<file path="src/tsps_pkg.sv">
// Types, codes and constants of the traffic signal phase sequencer.
`timescale 1ns / 1ps

package tsps_pkg;

    localparam int FLASH_HALF_PERIOD_MS = 500;
    localparam logic LAMP_POLARITY = 1'b0;
    localparam int MS_PER_S = 1000;
    localparam int TIME_W = 32;

    // Flash phase is tracked as step time modulo the full flash period.
    localparam int FLASH_PERIOD_MS = 2 * FLASH_HALF_PERIOD_MS;
    localparam int PHASE_W = $clog2(FLASH_PERIOD_MS);
    localparam logic [31:0] FLASH_RECIP = 32'(64'd4294967296 / 64'(FLASH_PERIOD_MS));
    localparam logic [PHASE_W-1:0] FLASH_SAT_PHASE =
        PHASE_W'(64'd4294967295 % 64'(FLASH_PERIOD_MS));
    localparam logic [PHASE_W:0] FLASH_PERIOD = (PHASE_W + 1)'(FLASH_PERIOD_MS);
    localparam logic [PHASE_W-1:0] FLASH_HALF = PHASE_W'(FLASH_HALF_PERIOD_MS);

    // Change request codes on the tick channel.
    localparam logic [1:0] REQ_KEEP = 2'd0;
    localparam logic [1:0] REQ_TO_RED = 2'd1;
    localparam logic [1:0] REQ_TO_GREEN = 2'd2;
    localparam logic [1:0] REQ_CANCEL = 2'd3;

    // Latched request codes.
    localparam logic [1:0] PEND_NONE = 2'd0;
    localparam logic [1:0] PEND_RED = 2'd1;
    localparam logic [1:0] PEND_GREEN = 2'd2;

    // Aspect table codes.
    localparam logic [1:0] ASPECT_OFF = 2'd0;
    localparam logic [1:0] ASPECT_ON = 2'd1;
    localparam logic [1:0] ASPECT_FLASH = 2'd2;

    typedef enum logic [2:0] {
        STEP_GREEN      = 3'd0,
        STEP_POST_GREEN = 3'd1,
        STEP_PRE_RED    = 3'd2,
        STEP_RED        = 3'd3,
        STEP_POST_RED   = 3'd4,
        STEP_PRE_GREEN  = 3'd5
    } tsps_step_t;

    typedef enum logic [2:0] {
        REG_MIN_GREEN        = 3'd0,
        REG_MIN_POST_GREEN   = 3'd1,
        REG_MIN_PRE_RED      = 3'd2,
        REG_MIN_POST_RED     = 3'd3,
        REG_MIN_PRE_GREEN    = 3'd4,
        REG_ASPECT_TABLE     = 3'd5,
        REG_LAMPS_ENABLED    = 3'd6,
        REG_DETECTOR_PRESENT = 3'd7
    } tsps_reg_idx_t;

    typedef struct packed {
        logic [15:0] elapsed_ms;
        logic        vehicle_detected;
        logic [1:0]  change_request;
    } tsps_tick_t;

    typedef struct packed {
        logic       red_drive;
        logic       amber_drive;
        logic       green_drive;
        logic       demand_lamp;
        logic [2:0] signal_step;
        logic       green_min_done;
        logic [1:0] pending_request;
    } tsps_result_t;

    typedef struct packed {
        logic [7:0]  min_green_s;
        logic [7:0]  min_post_green_s;
        logic [7:0]  min_pre_red_s;
        logic [7:0]  min_post_red_s;
        logic [7:0]  min_pre_green_s;
        logic [35:0] aspect_table;
        logic        lamps_enabled;
        logic        detector_present;
    } tsps_cfg_t;

    typedef struct packed {
        tsps_step_t          step;
        logic [1:0]          pending_change;
        logic [TIME_W-1:0]   green_time_ms;
        logic [TIME_W-1:0]   step_time_ms;
        logic                demand;
        logic [PHASE_W-1:0]  flash_phase;
    } tsps_state_t;

    localparam tsps_cfg_t CFG_RESET = '{
        min_green_s:      8'd7,
        min_post_green_s: 8'd0,
        min_pre_red_s:    8'd3,
        min_post_red_s:   8'd0,
        min_pre_green_s:  8'd2,
        aspect_table:     36'd0,
        lamps_enabled:    1'b0,
        detector_present: 1'b0
    };

    localparam tsps_state_t STATE_RESET = '{
        step:           STEP_RED,
        pending_change: PEND_NONE,
        green_time_ms:  '0,
        step_time_ms:   '0,
        demand:         1'b0,
        flash_phase:    '0
    };

endpackage

</file>
<file path="src/tsps_step_logic.sv">
// Next phase state and lamp drives for one tick transaction.
`timescale 1ns / 1ps

module tsps_step_logic (
    input  tsps_pkg::tsps_state_t               cur,
    input  tsps_pkg::tsps_cfg_t                 cfg,
    input  tsps_pkg::tsps_tick_t                tick,
    input  logic [tsps_pkg::PHASE_W-1:0]        ms_mod,
    output tsps_pkg::tsps_state_t               nxt,
    output tsps_pkg::tsps_result_t              res
);

    logic [tsps_pkg::TIME_W:0]    gt_sum;
    logic [tsps_pkg::TIME_W:0]    st_sum;
    logic [tsps_pkg::PHASE_W:0]   ph_sum;
    logic [tsps_pkg::TIME_W-1:0]  green_thr;
    logic [tsps_pkg::TIME_W-1:0]  thr_post_green;
    logic [tsps_pkg::TIME_W-1:0]  thr_pre_red;
    logic [tsps_pkg::TIME_W-1:0]  thr_post_red;
    logic [tsps_pkg::TIME_W-1:0]  thr_pre_green;
    logic [tsps_pkg::TIME_W-1:0]  step_thr;
    logic                         mid_step;
    tsps_pkg::tsps_step_t         step_adv;
    logic [5:0]                   aspect_grp;
    logic                         flash_on;

    function automatic logic [5:0] aspect_group(input logic [35:0] tbl,
                                                input tsps_pkg::tsps_step_t s);
        logic [5:0] grp;
        unique case (s)
            tsps_pkg::STEP_GREEN:      grp = tbl[5:0];
            tsps_pkg::STEP_POST_GREEN: grp = tbl[11:6];
            tsps_pkg::STEP_PRE_RED:    grp = tbl[17:12];
            tsps_pkg::STEP_RED:        grp = tbl[23:18];
            tsps_pkg::STEP_POST_RED:   grp = tbl[29:24];
            tsps_pkg::STEP_PRE_GREEN:  grp = tbl[35:30];
            default:                   grp = '0;
        endcase
        return grp;
    endfunction

    function automatic logic lamp_drive(input logic [1:0] code, input logic flash,
                                        input logic enabled);
        logic lit;
        case (code)
            tsps_pkg::ASPECT_ON:    lit = 1'b1;
            tsps_pkg::ASPECT_FLASH: lit = flash;
            default:                lit = 1'b0;
        endcase
        return enabled ? (lit ^ tsps_pkg::LAMP_POLARITY) : tsps_pkg::LAMP_POLARITY;
    endfunction

    // Thresholds in milliseconds; comparing against them replaces a divide by 1000.
    assign green_thr      = 32'(cfg.min_green_s) * 32'(tsps_pkg::MS_PER_S);
    assign thr_post_green = 32'(cfg.min_post_green_s) * 32'(tsps_pkg::MS_PER_S);
    assign thr_pre_red    = 32'(cfg.min_pre_red_s) * 32'(tsps_pkg::MS_PER_S);
    assign thr_post_red   = 32'(cfg.min_post_red_s) * 32'(tsps_pkg::MS_PER_S);
    assign thr_pre_green  = 32'(cfg.min_pre_green_s) * 32'(tsps_pkg::MS_PER_S);

    // Next state.
    always_comb
    begin
        gt_sum = 33'(cur.green_time_ms) + 33'(tick.elapsed_ms);
        st_sum = 33'(cur.step_time_ms) + 33'(tick.elapsed_ms);
        ph_sum = {1'b0, cur.flash_phase} + {1'b0, ms_mod};
        nxt = cur;

        // The detector is sampled against the step held before the tick.
        if (cur.step != tsps_pkg::STEP_GREEN && cfg.detector_present &&
            tick.vehicle_detected)
        begin
            nxt.demand = 1'b1;
        end

        case (tick.change_request) inside
            tsps_pkg::REQ_TO_RED, tsps_pkg::REQ_TO_GREEN:
                nxt.pending_change = tick.change_request;
            tsps_pkg::REQ_CANCEL:
                nxt.pending_change = tsps_pkg::PEND_NONE;
            default:
                nxt.pending_change = cur.pending_change;
        endcase

        if (cur.step == tsps_pkg::STEP_GREEN)
        begin
            nxt.green_time_ms = gt_sum[32] ? '1 : gt_sum[31:0];
            nxt.demand = 1'b0;
        end
        else
        begin
            nxt.green_time_ms = '0;
        end

        // Once the step time saturates, its flash phase is frozen as well.
        nxt.step_time_ms = st_sum[32] ? '1 : st_sum[31:0];
        if (st_sum[32])
        begin
            nxt.flash_phase = tsps_pkg::FLASH_SAT_PHASE;
        end
        else if (ph_sum >= tsps_pkg::FLASH_PERIOD)
        begin
            nxt.flash_phase = tsps_pkg::PHASE_W'(ph_sum - tsps_pkg::FLASH_PERIOD);
        end
        else
        begin
            nxt.flash_phase = ph_sum[tsps_pkg::PHASE_W-1:0];
        end

        if (cur.step == tsps_pkg::STEP_GREEN && nxt.pending_change == tsps_pkg::PEND_RED &&
            nxt.green_time_ms >= green_thr)
        begin
            nxt.step = tsps_pkg::STEP_POST_GREEN;
            nxt.pending_change = tsps_pkg::PEND_NONE;
            nxt.step_time_ms = '0;
            nxt.flash_phase = '0;
        end
        if (nxt.step == tsps_pkg::STEP_RED && nxt.pending_change == tsps_pkg::PEND_GREEN)
        begin
            nxt.step = tsps_pkg::STEP_POST_RED;
            nxt.pending_change = tsps_pkg::PEND_NONE;
            nxt.step_time_ms = '0;
            nxt.flash_phase = '0;
        end

        // An intermediate step entered on this tick may pass at once when its minimum is zero.
        unique case (nxt.step)
            tsps_pkg::STEP_POST_GREEN:
            begin
                mid_step = 1'b1;
                step_thr = thr_post_green;
                step_adv = tsps_pkg::STEP_PRE_RED;
            end
            tsps_pkg::STEP_PRE_RED:
            begin
                mid_step = 1'b1;
                step_thr = thr_pre_red;
                step_adv = tsps_pkg::STEP_RED;
            end
            tsps_pkg::STEP_POST_RED:
            begin
                mid_step = 1'b1;
                step_thr = thr_post_red;
                step_adv = tsps_pkg::STEP_PRE_GREEN;
            end
            tsps_pkg::STEP_PRE_GREEN:
            begin
                mid_step = 1'b1;
                step_thr = thr_pre_green;
                step_adv = tsps_pkg::STEP_GREEN;
            end
            default:
            begin
                mid_step = 1'b0;
                step_thr = '0;
                step_adv = nxt.step;
            end
        endcase

        if (mid_step && nxt.step_time_ms >= step_thr)
        begin
            nxt.step = step_adv;
            nxt.step_time_ms = '0;
            nxt.flash_phase = '0;
        end
    end

    // Result fields.
    always_comb
    begin
        aspect_grp = aspect_group(cfg.aspect_table, nxt.step);
        flash_on = nxt.flash_phase < tsps_pkg::FLASH_HALF;
        res.red_drive = lamp_drive(aspect_grp[1:0], flash_on, cfg.lamps_enabled);
        res.amber_drive = lamp_drive(aspect_grp[3:2], flash_on, cfg.lamps_enabled);
        res.green_drive = lamp_drive(aspect_grp[5:4], flash_on, cfg.lamps_enabled);
        res.demand_lamp = lamp_drive(nxt.demand ? tsps_pkg::ASPECT_ON : tsps_pkg::ASPECT_OFF,
                                     flash_on, cfg.lamps_enabled);
        res.signal_step = nxt.step;
        res.green_min_done = nxt.green_time_ms >= green_thr;
        res.pending_request = nxt.pending_change;
    end

endmodule

</file>
<file path="src/traffic_signal_phase_sequencer_core.sv">
// Top level of the traffic signal phase sequencer: register port, pipeline and phase state.
`timescale 1ns / 1ps

// Channel     Handshake                      Payload                 Transaction
// ---------   ----------------------------   ---------------------   ----------------------
// tick        tick_valid / tick_ready        tick (tsps_tick_t)      one timer tick
// result      result_valid / result_ready    result (tsps_result_t)  lamp drives and status
// registers   psel / penable / pready        paddr, pwdata, prdata   one register access
//
// One tick transaction is accepted per cycle while tick_ready is high. Two stages reduce
// elapsed_ms modulo the flash period (a reciprocal multiply, then a multiply-subtract with
// one correction); the third stage updates the phase state as the transaction moves into
// the result register. Reset restores the register defaults and puts the phase at red with
// no request, no demand and cleared timers. When result_ready is low the stages fill one by
// one; tick_ready falls once s2, s3 and the result register are full, even with s1 empty.

module traffic_signal_phase_sequencer_core (
    input  logic                   clk,
    input  logic                   rst_n,
    input  logic                   tick_valid,
    output logic                   tick_ready,
    input  tsps_pkg::tsps_tick_t   tick,
    output logic                   result_valid,
    input  logic                   result_ready,
    output tsps_pkg::tsps_result_t result,
    input  logic                   psel,
    input  logic                   penable,
    input  logic                   pwrite,
    input  logic [5:0]             paddr,
    input  logic [63:0]            pwdata,
    output logic [63:0]            prdata,
    output logic                   pready
);

    // Register file.
    tsps_pkg::tsps_cfg_t      cfg_reg;
    tsps_pkg::tsps_cfg_t      cfg_next;
    tsps_pkg::tsps_reg_idx_t  reg_idx;
    logic                     reg_write;

    // Pipeline stages.
    logic                     s1_valid_reg;
    tsps_pkg::tsps_tick_t     s1_tick_reg;
    logic                     s2_valid_reg;
    tsps_pkg::tsps_tick_t     s2_tick_reg;
    logic [15:0]              s2_quot_reg;
    logic                     s3_valid_reg;
    tsps_pkg::tsps_tick_t     s3_tick_reg;
    logic [tsps_pkg::PHASE_W-1:0] s3_mod_reg;
    logic                     result_valid_reg;
    tsps_pkg::tsps_result_t   result_reg;

    logic                     ready_out;
    logic                     ready_s3;
    logic                     ready_s2;
    logic                     ready_s1;
    logic                     commit;

    logic [47:0]              recip_prod;
    logic [33:0]              quot_times_period;
    logic [33:0]              rem_raw;
    logic [tsps_pkg::PHASE_W-1:0] ms_mod;

    // Phase state.
    tsps_pkg::tsps_state_t    state_reg;
    tsps_pkg::tsps_state_t    state_next;
    tsps_pkg::tsps_result_t   result_next;

    // ------------------------------------------------------------------
    // Register port. Writes complete in the access phase; pready is tied high.
    // ------------------------------------------------------------------
    assign pready = 1'b1;
    assign reg_idx = tsps_pkg::tsps_reg_idx_t'(paddr[5:3]);
    assign reg_write = psel && penable && pwrite;

    always_comb
    begin
        cfg_next = cfg_reg;
        if (reg_write)
        begin
            unique case (reg_idx)
                tsps_pkg::REG_MIN_GREEN:        cfg_next.min_green_s = pwdata[7:0];
                tsps_pkg::REG_MIN_POST_GREEN:   cfg_next.min_post_green_s = pwdata[7:0];
                tsps_pkg::REG_MIN_PRE_RED:      cfg_next.min_pre_red_s = pwdata[7:0];
                tsps_pkg::REG_MIN_POST_RED:     cfg_next.min_post_red_s = pwdata[7:0];
                tsps_pkg::REG_MIN_PRE_GREEN:    cfg_next.min_pre_green_s = pwdata[7:0];
                tsps_pkg::REG_ASPECT_TABLE:     cfg_next.aspect_table = pwdata[35:0];
                tsps_pkg::REG_LAMPS_ENABLED:    cfg_next.lamps_enabled = pwdata[0];
                tsps_pkg::REG_DETECTOR_PRESENT: cfg_next.detector_present = pwdata[0];
                default:                        cfg_next = cfg_reg;
            endcase
        end
    end

    always_comb
    begin
        unique case (reg_idx)
            tsps_pkg::REG_MIN_GREEN:        prdata = 64'(cfg_reg.min_green_s);
            tsps_pkg::REG_MIN_POST_GREEN:   prdata = 64'(cfg_reg.min_post_green_s);
            tsps_pkg::REG_MIN_PRE_RED:      prdata = 64'(cfg_reg.min_pre_red_s);
            tsps_pkg::REG_MIN_POST_RED:     prdata = 64'(cfg_reg.min_post_red_s);
            tsps_pkg::REG_MIN_PRE_GREEN:    prdata = 64'(cfg_reg.min_pre_green_s);
            tsps_pkg::REG_ASPECT_TABLE:     prdata = 64'(cfg_reg.aspect_table);
            tsps_pkg::REG_LAMPS_ENABLED:    prdata = 64'(cfg_reg.lamps_enabled);
            tsps_pkg::REG_DETECTOR_PRESENT: prdata = 64'(cfg_reg.detector_present);
            default:                        prdata = '0;
        endcase
    end

    always_ff @(posedge clk or negedge rst_n)
    begin
        if (!rst_n)
        begin
            cfg_reg <= tsps_pkg::CFG_RESET;
        end
        else
        begin
            cfg_reg <= cfg_next;
        end
    end

    // ------------------------------------------------------------------
    // Flow control. Stages 2 and 3 and the result register take a new transaction when
    // empty or when their content moves on; stage 1 also waits while stage 2 is blocked,
    // so a stalled result holds tick_ready high until stages 2 and 3 are full.
    // ------------------------------------------------------------------
    assign ready_out  = !result_valid_reg || result_ready;
    assign ready_s3   = !s3_valid_reg || ready_out;
    assign ready_s2   = !s2_valid_reg || ready_s3;
    assign ready_s1   = !s2_valid_reg || ready_s2 ? (!s1_valid_reg || ready_s2) : 1'b0;
    assign tick_ready = ready_s1;
    assign commit     = s3_valid_reg && ready_out;

    always_ff @(posedge clk or negedge rst_n)
    begin
        if (!rst_n)
        begin
            s1_valid_reg <= 1'b0;
            s2_valid_reg <= 1'b0;
            s3_valid_reg <= 1'b0;
            result_valid_reg <= 1'b0;
        end
        else
        begin
            if (ready_s1)
            begin
                s1_valid_reg <= tick_valid;
            end
            if (ready_s2)
            begin
                s2_valid_reg <= s1_valid_reg;
            end
            if (ready_s3)
            begin
                s3_valid_reg <= s2_valid_reg;
            end
            if (ready_out)
            begin
                result_valid_reg <= s3_valid_reg;
            end
        end
    end

    // ------------------------------------------------------------------
    // elapsed_ms modulo the flash period. The reciprocal quotient is low by at
    // most one, so a single conditional subtract finishes the remainder.
    // ------------------------------------------------------------------
    assign recip_prod = 48'(s1_tick_reg.elapsed_ms) * 48'(tsps_pkg::FLASH_RECIP);
    assign quot_times_period = 34'(s2_quot_reg) * 34'(tsps_pkg::FLASH_PERIOD_MS);
    assign rem_raw = 34'(s2_tick_reg.elapsed_ms) - quot_times_period;
    assign ms_mod = (rem_raw >= 34'(tsps_pkg::FLASH_PERIOD_MS))
                  ? tsps_pkg::PHASE_W'(rem_raw - 34'(tsps_pkg::FLASH_PERIOD_MS))
                  : tsps_pkg::PHASE_W'(rem_raw);

    always_ff @(posedge clk)
    begin
        if (ready_s1)
        begin
            s1_tick_reg <= tick;
        end
        if (ready_s2)
        begin
            s2_tick_reg <= s1_tick_reg;
            s2_quot_reg <= recip_prod[47:32];
        end
        if (ready_s3)
        begin
            s3_tick_reg <= s2_tick_reg;
            s3_mod_reg <= ms_mod;
        end
        if (commit)
        begin
            result_reg <= result_next;
        end
    end

    // ------------------------------------------------------------------
    // Phase state. It advances exactly once per transaction, as the transaction
    // moves from the last stage into the result register.
    // ------------------------------------------------------------------
    tsps_step_logic u_step_logic (
        .cur    (state_reg),
        .cfg    (cfg_reg),
        .tick   (s3_tick_reg),
        .ms_mod (s3_mod_reg),
        .nxt    (state_next),
        .res    (result_next)
    );

    always_ff @(posedge clk or negedge rst_n)
    begin
        if (!rst_n)
        begin
            state_reg <= tsps_pkg::STATE_RESET;
        end
        else if (commit)
        begin
            state_reg <= state_next;
        end
    end

    assign result_valid = result_valid_reg;
    assign result = result_reg;

endmodule

</file>
<file path="config.mk">
export PLATFORM = sky130hd
export DESIGN_NAME = traffic_signal_phase_sequencer_core
export DESIGN_NICKNAME = d
export VERILOG_FILES = /design/src/tsps_pkg.sv /design/src/tsps_step_logic.sv /design/src/traffic_signal_phase_sequencer_core.sv
export SDC_FILE = /design/constraint.sdc
export NUM_CORES = 1
export LEC_CHECK = 0
export ABC_AREA = 1
export BUFFER_PORTS_ARGS = -buffer_cell sky130_fd_sc_hd__buf_2
export CAP_MARGIN = 20
export CORE_MARGIN = 4
export CORE_UTILIZATION = 41
export CTS_CLUSTER_DIAMETER = 40
export DETAILED_ROUTE_END_ITERATION = 7
export SETUP_SLACK_MARGIN = 0.5
export SLEW_MARGIN = 20
export SYNTH_ARGS = -nofsm -noshare
export SYNTH_HDL_FRONTEND = slang
export SYNTH_SLANG_ARGS = --single-unit
</file>
<file path="constraint.sdc">
create_clock -name clk -period 27.6 [get_ports clk]
set_clock_uncertainty 0.2 [all_clocks]
set_input_delay 0 -clock clk [delete_from_list [all_inputs] [get_ports clk]]
set_output_delay 0 -clock clk [all_outputs]
set_load 0.05 [all_outputs]
</file>
**Word level (Yosys, flattened, before mapping)**

Cells that the tools add are included.

- $add $sub $neg: 6
- Multiply operators: 7
- $lt $le $gt $ge: 5
- Eq/ne operators: 30
- Muxes and demuxes: 30
- Reduce and logical (&&, ||, !) cells: 32

Operator list:

| kind | number |
|---|---|
| $pmux W64 S8 | 1 |
| $mux W32 | 6 |
| $mul A8 B7 Y15 const B | 5 |
| $pmux W18 S4 | 1 |
| $add A32 B16 Y33 | 2 |
| $ge A32 B18 Y1 | 2 |
| $mux W10 | 6 |
| $mul A16 B23 Y39 const B | 1 |
| $pmux W6 S6 | 1 |
| $ge A34 B10 Y1 const B | 1 |
| $eq A3 B3 Y1 const B | 8 |
| $eq A3 B2 Y1 const B | 6 |
| $sub A16 B17 Y18 | 1 |
| $reduce_and A2 Y1 | 8 |
| $eq A2 B2 Y1 const B | 7 |
| $mul A7 B7 Y14 const B | 1 |
| $eq A2 B1 Y1 const B | 6 |
| $pmux W3 S4 | 1 |
| $add A10 B10 Y11 | 1 |
| $ge A11 B10 Y1 const B | 1 |
| $lt A10 B9 Y1 const B | 1 |
| $mux W5 | 2 |
| $sub A10 B10 Y10 const B | 1 |
| $sub A10 B6 Y10 const B | 1 |
| other kinds (12) | 39 |

- Bits in registers: 246
- Input port bits: 96
- Output and inout port bits: 77

**Depth between registers and ports, before layout**

Gate-level depths: netlist of run 1.

- Word-level depth: 19
- Gate-level depth with buffers: 58
- Mapped depth without buffers: 57

**Cells and area by module**

A second synthesis of run 1 with hierarchy kept.

- Cell total of the unflattened synthesis: 3853
- Area, all modules: 29987.5 um^2

Modules (own cells, without submodules):

| module | times used | cells each | area an instance (um^2) | seq. area each (um^2) |
|---|---|---|---|---|
| traffic_signal_phase_sequencer_core | 1 | 1908 | 17051.4 | 6496.2 |
| tsps_step_logic | 1 | 1945 | 12936.2 | 0.0 |

**Worst setup path after synthesis of run 1**

OpenSTA, ideal clock, no wires.

- Path type: reg-to-reg
- Start point: reg cfg_reg[71] (netlist name)
- End point: reg result_reg, in the netlist result[8], data pin
- Data arrival time: 9138 ps
- Required time: 27254 ps
- Slack: 18116 ps
- Stages on the path, launching flop included: 54
- Clock period less this slack: 9484 ps
- Path through: dfstp_2 -> fa_1 -> xor2_1 -> ha_1 -> inv_1 -> fa_1 -> fa_1 -> inv_1 -> ha_1 -> a21oi_1 -> o21ai_0 -> a21oi_1 -> o21ai_0 -> a21o_1 -> a21oi_1 -> or2_2 -> nand2_1 -> a21oi_1 -> [18 not listed] -> nand2_1 -> or4_1 -> nor3b_1 -> nand3_1 -> nand2_1 -> nand2_1 -> nand2_1 -> nand2_4 -> o21ai_1 -> clkbuf_1 -> nand4_1 -> nand2_1 -> inv_1 -> nand2_1 -> nor2_1 -> ha_1 -> or2_2 -> a21oi_1

RTL lines:

| item | line | source |
|---|---|---|
| start: declaration | traffic_signal_phase_sequencer_core.sv:36 | `tsps_pkg::tsps_cfg_t cfg_reg;` |
| start signal: assignment | traffic_signal_phase_sequencer_core.sv:114 | `cfg_reg <= tsps_pkg::CFG_RESET;` |
| start signal: assignment | traffic_signal_phase_sequencer_core.sv:118 | `cfg_reg <= cfg_next;` |
| end signal: assignment | traffic_signal_phase_sequencer_core.sv:193 | `result_reg <= result_next;` |
| end: declaration | traffic_signal_phase_sequencer_core.sv:51 | `tsps_pkg::tsps_result_t result_reg;` |

==> results of run 1 <==
[final cells by class]
type / count / area, µm² / area share (%)
Multi-Input combinational cell: 2448 / 19000 / 58.0
Sequential cell: 243 / 6500 / 19.9
Inverter: 645 / 2420 / 7.42
Timing Repair Buffer: 243 / 1870 / 5.72
Clock buffer: 62 / 1390 / 4.25
Tap cell: 873 / 1090 / 3.34
Clock inverter: 36 / 442 / 1.35
Antenna cell: 2 / 5.00 / 0.0153
[worst max path at each step]
stage / to / cells after the start / start / slack (ns)
CTS: result[8] / 49 / cfg_reg[70] / 15.40
floorplan: result[8] / 53 / cfg_reg[71] / 18.12
detailed placement: result[8] / 49 / cfg_reg[70] / 15.43
global route: result[7] / 51 / cfg_reg[70] / 14.43
global placement: result[8] / 49 / cfg_reg[70] / 15.58
finish: result[8] / 51 / cfg_reg[70] / 15.40
[critical path: cells and delay by family (launching register included)]
kind / cells / cell delay, ns
DFF: 1 / 0.64
adders and majority gates: 8 / 2.79
xor gates and xnor gates: 2 / 0.30
AOI/OAI and AO/OA: 14 / 3.11
buffers and inverters: 3 / 0.37
and+or+nand+nor: 24 / 4.59
[per-layer routing]
layer / global-route usage, % / part of all wire (%)
met2: 34.0 / 47
met4: 6.01 / 3.1
met5: 0 / 0
met3: 2.24 / 4.1
met1: 27.7 / 46
[stage by stage]
stage | cells | hold WS [ns]
after floorplan | 3414 | -0.496
after global routing | 4552 | 0.0306
after detailed placement | 4331 | -0.201
final | 4552 | 0.0407
after CTS | 4550 | 0.00713
after global placement | 4331 | -0.208
[placed cells by master, fill, tap and decap left out, types with 120 or more instances in the layout]
cell             n
a21oi_1        178
dfrtp_1        154
dlygate4sd3_1  120
fa_1           218
ha_1           465
inv_1          638
nand2_1        603
nor2_1         241
o21ai_0        202
[cell families after synthesis]
kind of cell / share of synthesized area (%)
and+or+nand+nor: 16.9
AOI/OAI and AO/OA: 10.4
buffers and inverters: 10.2
xor gates and xnor gates: 3.32
other: 0.0266
DFF: 23.0
adders and majority gates: 36.1
==> metrics, run 1 <==
Critical Path RT=about 28 ns; final setup margin=roughly 15 ns; IO buf count=112; die width=~270 µm; slew of the pin with the lowest slew margin=1.00 ns; Crit Path Max Fanout=30; CTS tree=done; GRT overflow=0; ys async rst share=between 60% and 70%; antenna violations before repair=2; post-layout min period=12.20 ns; clock buffer count from CTS=52; max-cap viol count=0; top_reg_cell synth=dfrtp_1; #FFs+latches synth=about 240; reg2reg path depth=51; starting DRC count in detailed routing=between 1000 and 1500; setup TNS=0 ns; Max Clk Rate=81.9 MHz; library cells used by synthesis=61; Nets=4412; R2R setup slack=between 15 and 20 ns; area grow syn2layout=15.8%; antenna viol nets, final=0; Starting Density=41.7%; clk slew on worst S/H paths=around 0.060 ns; Synth area leaders=ha_1 (21%), fa_1 (15%), dfrtp_1 (14%); area of the mapped netlist=around 28000 µm²; die footprint=around 73000 µm²; CP dominant cell by count=nand2_1; final hold violation count=0; fin util=between 40% and 50%; WP data arrival=between 10 and 15 ns; reg2reg end=result[8]; Max Root-Sink Buffers=3; Setup WS pre-CTS=around 15 ns; relative slew slack=roughly a third; H-Tree Depth=2; top cell type's share of synthesized area=20.6%; worst min path class=primary input to flop; end of the worst hold path=cfg_reg[77]; max reg flops=80; sequential share of the synthesized area=23.0%; Slowest-stage cell, CP=o21ai_1; FILL cells=about 6500; Die H=270 µm; Commonest cells post-synth=inv_1 (640), nand2_1 (603), ha_1 (465); Syn Inst Count=around 3400; GP Congestion=slightly below 0.9; boundary pin count=173; via count=22888; Final Setup Violations=0; TritonRoute pass-1 iters=6; Syn. warnings=0; origin of the critical flop-to-flop path=cfg_reg[70]; gr usage total=approximately a fifth; cell with the most instances after synthesis=inv_1; drt drc=0; clk_lat worst skew=about 0.61 ns; CTS root buf=clkbuf_16; unrepaired setup endpoints after global routing=false; vias per cell=around 5.0; post-CTS sizing=0; Clock Sinks=between 200 and 250; kind of critical path=flop to flop; layout cell share with drive strength beyond 1=7.86%; Synth area leader=ha_1; crit path launch type=flop; Post-CTS Setup Bufs=0; total core area=between 60000 and 70000 µm²; largest net degree at the start of global routing=86; final worst-path cycle share=~44%; number of synthesized flops with an enable pin=81; Min-Delay Path Depth=4; Crit path largest cell delay=about 0.86 ns; DP Area=about 30000 µm²; first-pass GRT wire length=121000 µm; FP Rows=95; WL/cell=16.0 µm; Slew Viols, Final=0; post-route cell area=around 33000 µm²; status=completed; post-DP HPWL=roughly 58000 µm; Worst Hold Launch=pwdata[7]; synthesized area per cell=between 8 and 9 µm²; number of global-route vias before repair=roughly 23000; Post-CTS Hold Buffers=around 120; Post-Route WL=between 70000 and 80000 µm; CP Capture Type=flop
Power of run 1 is not shown: default switching activity piles up to over one toggle a cycle in this logic, so the estimate is an artifact.
==> run 2, diff against run 1 <==
--- a/config.mk
+++ b/config.mk
@@ -5,7 +5,7 @@
 export SDC_FILE = /design/constraint.sdc
 export NUM_CORES = 1
 export LEC_CHECK = 0
-export ABC_AREA = 1
+export ABC_AREA = 0
 export BUFFER_PORTS_ARGS = -buffer_cell sky130_fd_sc_hd__buf_2
 export CAP_MARGIN = 20
 export CORE_MARGIN = 4
==> constraint.sdc (replaced) <==
create_clock -name clk -period 10.9 [get_ports clk]
set_clock_uncertainty 0.2 [all_clocks]
set_input_delay 0 -clock clk [delete_from_list [all_inputs] [get_ports clk]]
set_output_delay 0 -clock clk [all_outputs]
set_load 0.05 [all_outputs]
==> run 2 against run 1 <==
Net effect: clock-buffer cell count is 8 lower; sequential share of layout area is 0.24 points higher; critical path type unchanged; area after synthesis is 2.9% lower; synthesized cell count is 18% lower; cell area is 1.2% lower; non-clock buffer count is 30 higher; first-iteration DRC count is 13% lower.
==> metrics, run 2 <==
status=completed; kind of critical path=flop to flop; relative slew slack=26.7% (-6.5 points); number of global-route vias before repair=21955 (-4.9%); Final Setup Violations=0 (unchanged); synthesized area per cell=9.84 µm² (+18%); Max Root-Sink Buffers=3 (unchanged); CTS tree=done; metal2 WL=34400 µm (-0.14%); clk slew on worst S/H paths=0.06 ns (about the same); Starting Density=41.5% (-0.20 points); drt drc=0 (unchanged); Nets=3805 (-14%); TritonRoute pass-1 iters=8 (+2); final setup margin=0.898 ns (-14.50 ns); library cells used by synthesis=83 (+36%); FILL cells=5985 (-7.4%); sequential share of the synthesized area=23.7% (+0.69 points); Syn. warnings=0 (unchanged); post-layout min period=10.00 ns (-2.20 ns); commonest non-fill, non-tap cells in the layout=ha_1 (455), inv_1 (388), fa_1 (218); met1 wire length=33000 µm (-0.98%); final hold violation count=0 (unchanged); top_reg_cell synth=dfrtp_1; reg2reg end=result[7]; Commonest cells post-synth=ha_1 (465), inv_1 (393), fa_1 (218); area grow syn2layout=17.9%; Synth area leader=ha_1; starting DRC count in detailed routing=1293 (-13%); Syn Inst Count=2784 (-18%); clk_lat worst skew=0.63 ns (+0.02 ns); Post-Route WL=73400 µm (+0.46%); number of synthesized flops with an enable pin=81 (unchanged); Die H=266 µm (-1.4%); Min-Delay Path Depth=4 (unchanged); H-Tree Depth=2 (unchanged); top cell type's share of synthesized area=21.2% (+0.62 points); origin of the critical flop-to-flop path=cfg_reg[71]; WL/cell=18.7 µm (+16%); crit path launch type=flop; commonest non-fill, non-tap cell in the layout=ha_1; reg2reg path depth=44 (-14%); end of the worst hold path=cfg_reg[44]; Worst Hold Launch=penable; cell with the most instances after synthesis=ha_1; fin util=48.9% (+0.61 points); die width=266 µm (-1.4%); max-cap viol count=0 (unchanged); area of the mapped netlist=27400 µm² (-2.9%); unrepaired setup endpoints after global routing=false; Ant. Diodes=0 (-2); boundary pin count=173 (unchanged); clock buffer count from CTS=48 (-7.7%); via count=21161 (-7.5%); first-pass GRT wire length=118000 µm (-2.1%); post-DP HPWL=56500 µm (-2.4%); max reg flops=80 (unchanged); CP dominant cell by count=fa_1; Crit Path Max Fanout=14 (-53%); final worst-path cycle share=91.8% (+48 points); CTS root buf=clkbuf_16; R2R setup slack=0.90 ns (-14.50 ns); vias per cell=5.38 (+7.1%); setup TNS=0 ns (unchanged); Max Clk Rate=100 MHz (+22%); largest net degree at the start of global routing=91 (+5.8%); antenna viol nets, final=0 (unchanged); Slowest-stage cell, CP=dfstp_2; #FFs+latches synth=243 (unchanged); antenna violations before repair=0 (-2); Critical Path RT=11.07 ns (-16.79 ns); ys async rst share=66.7% (unchanged); slew of the pin with the lowest slew margin=1.09 ns (+0.0885 ns); Crit path largest cell delay=0.55 ns (-0.31 ns); Setup WS pre-CTS=-0.0388 ns (-15.47 ns); die footprint=71000 µm² (-2.8%); WP data arrival=10.17 ns (-2.30 ns); GRT overflow=0 (unchanged); Slew Viols, Final=0 (unchanged); uppermost layer routed=met4; gr usage total=20.7% (+0.50 points); FP Rows=94 (-1.1%); worst min path class=primary input to flop; final hold slack=0.0107 ns (-0.0300 ns); Clock Sinks=243 (unchanged); total core area=66000 µm² (-2.4%); IO buf count=112 (unchanged); met3 WL=4040 µm (+36%); layout cell share with drive strength beyond 1=13.5% (+5.6 points); CP Capture Type=flop; Synth area leaders=ha_1 (21%), fa_1 (16%), dfrtp_1 (14%); GP Congestion=0.931 (+7.0%)
-- run 2: logic make-up (layout without fill, tap and decap cells) --
logic type,after synthesis,count (layout),synth area share [%]
adder cells (fa/ha/maj),683,683,37.2
AO/OA/AOI/OAI,561,561,13.2
AND/OR/NAND/NOR,542,542,9.41
buffers and inverters,501,756,7.40
flip-flops,243,243,23.7
XOR/XNOR,137,137,4.38
multiplexers,115,115,4.65
other,2,29,0.0274
-- run 2: area by class of cell --
type	instances	area [µm²]	area share (%)
multi-input cells	2067	19300	59.9
clock inverters	36	459	1.42
inverters	393	1480	4.58
flip-flops and latches	243	6500	20.1
clock buffers	54	1260	3.92
well taps	864	1080	3.35
repair buffers	273	2180	6.75
-- run 2: worst max-delay path by stage --
stage,start,to,slack (ns),cells after the start
2_1_floorplan,cfg_reg[71],result[7],0.51,48
3_3_place_gp,cfg_reg[72],result[7],0.28,45
3_5_place_dp,cfg_reg[72],result[9],-0.04,47
4_1_cts,cfg_reg[72],result[7],0.51,48
5_1_grt,cfg_reg[70],result[8],0.44,48
6_report,cfg_reg[71],result[7],0.90,44
-- run 2: layer usage --
metal | GRT usage, % | vias up
met5 | 0 | -
met4 | 5.77 | 0
met3 | 3.26 | 125
met2 | 34.1 | 545
met1 | 28.6 | 10394
li1 | - | 10097
-- run 2: repair_timing --
action	CTS	global route
resized for setup	14	64
pin swaps	7	43
gates cloned	1	1
setup buffers	6	11
endpoints found under the hold margin	233	1
hold buffers	114	1
setup endpoints to repair	3	6
-- run 2: critical path: cells and delay by family (launching register included) --
family	cells	cell delay, ns
AOI/OAI and AO/OA	17	3.10
adders and majority gates	8	2.95
and+or+nand+nor	10	1.63
buffers and inverters	6	0.72
DFF	1	0.55
muxes	2	0.53
xor gates and xnor gates	1	0.10
-- run 2: metrics by stage --
step                area (µm²)  cells
CTS                      31800   3916
global placement         28800   3705
floorplan                27500   2811
detailed placement       28800   3705
finish                   32300   3930
global route             32300   3930
Power of run 2 is left out for the same reason.
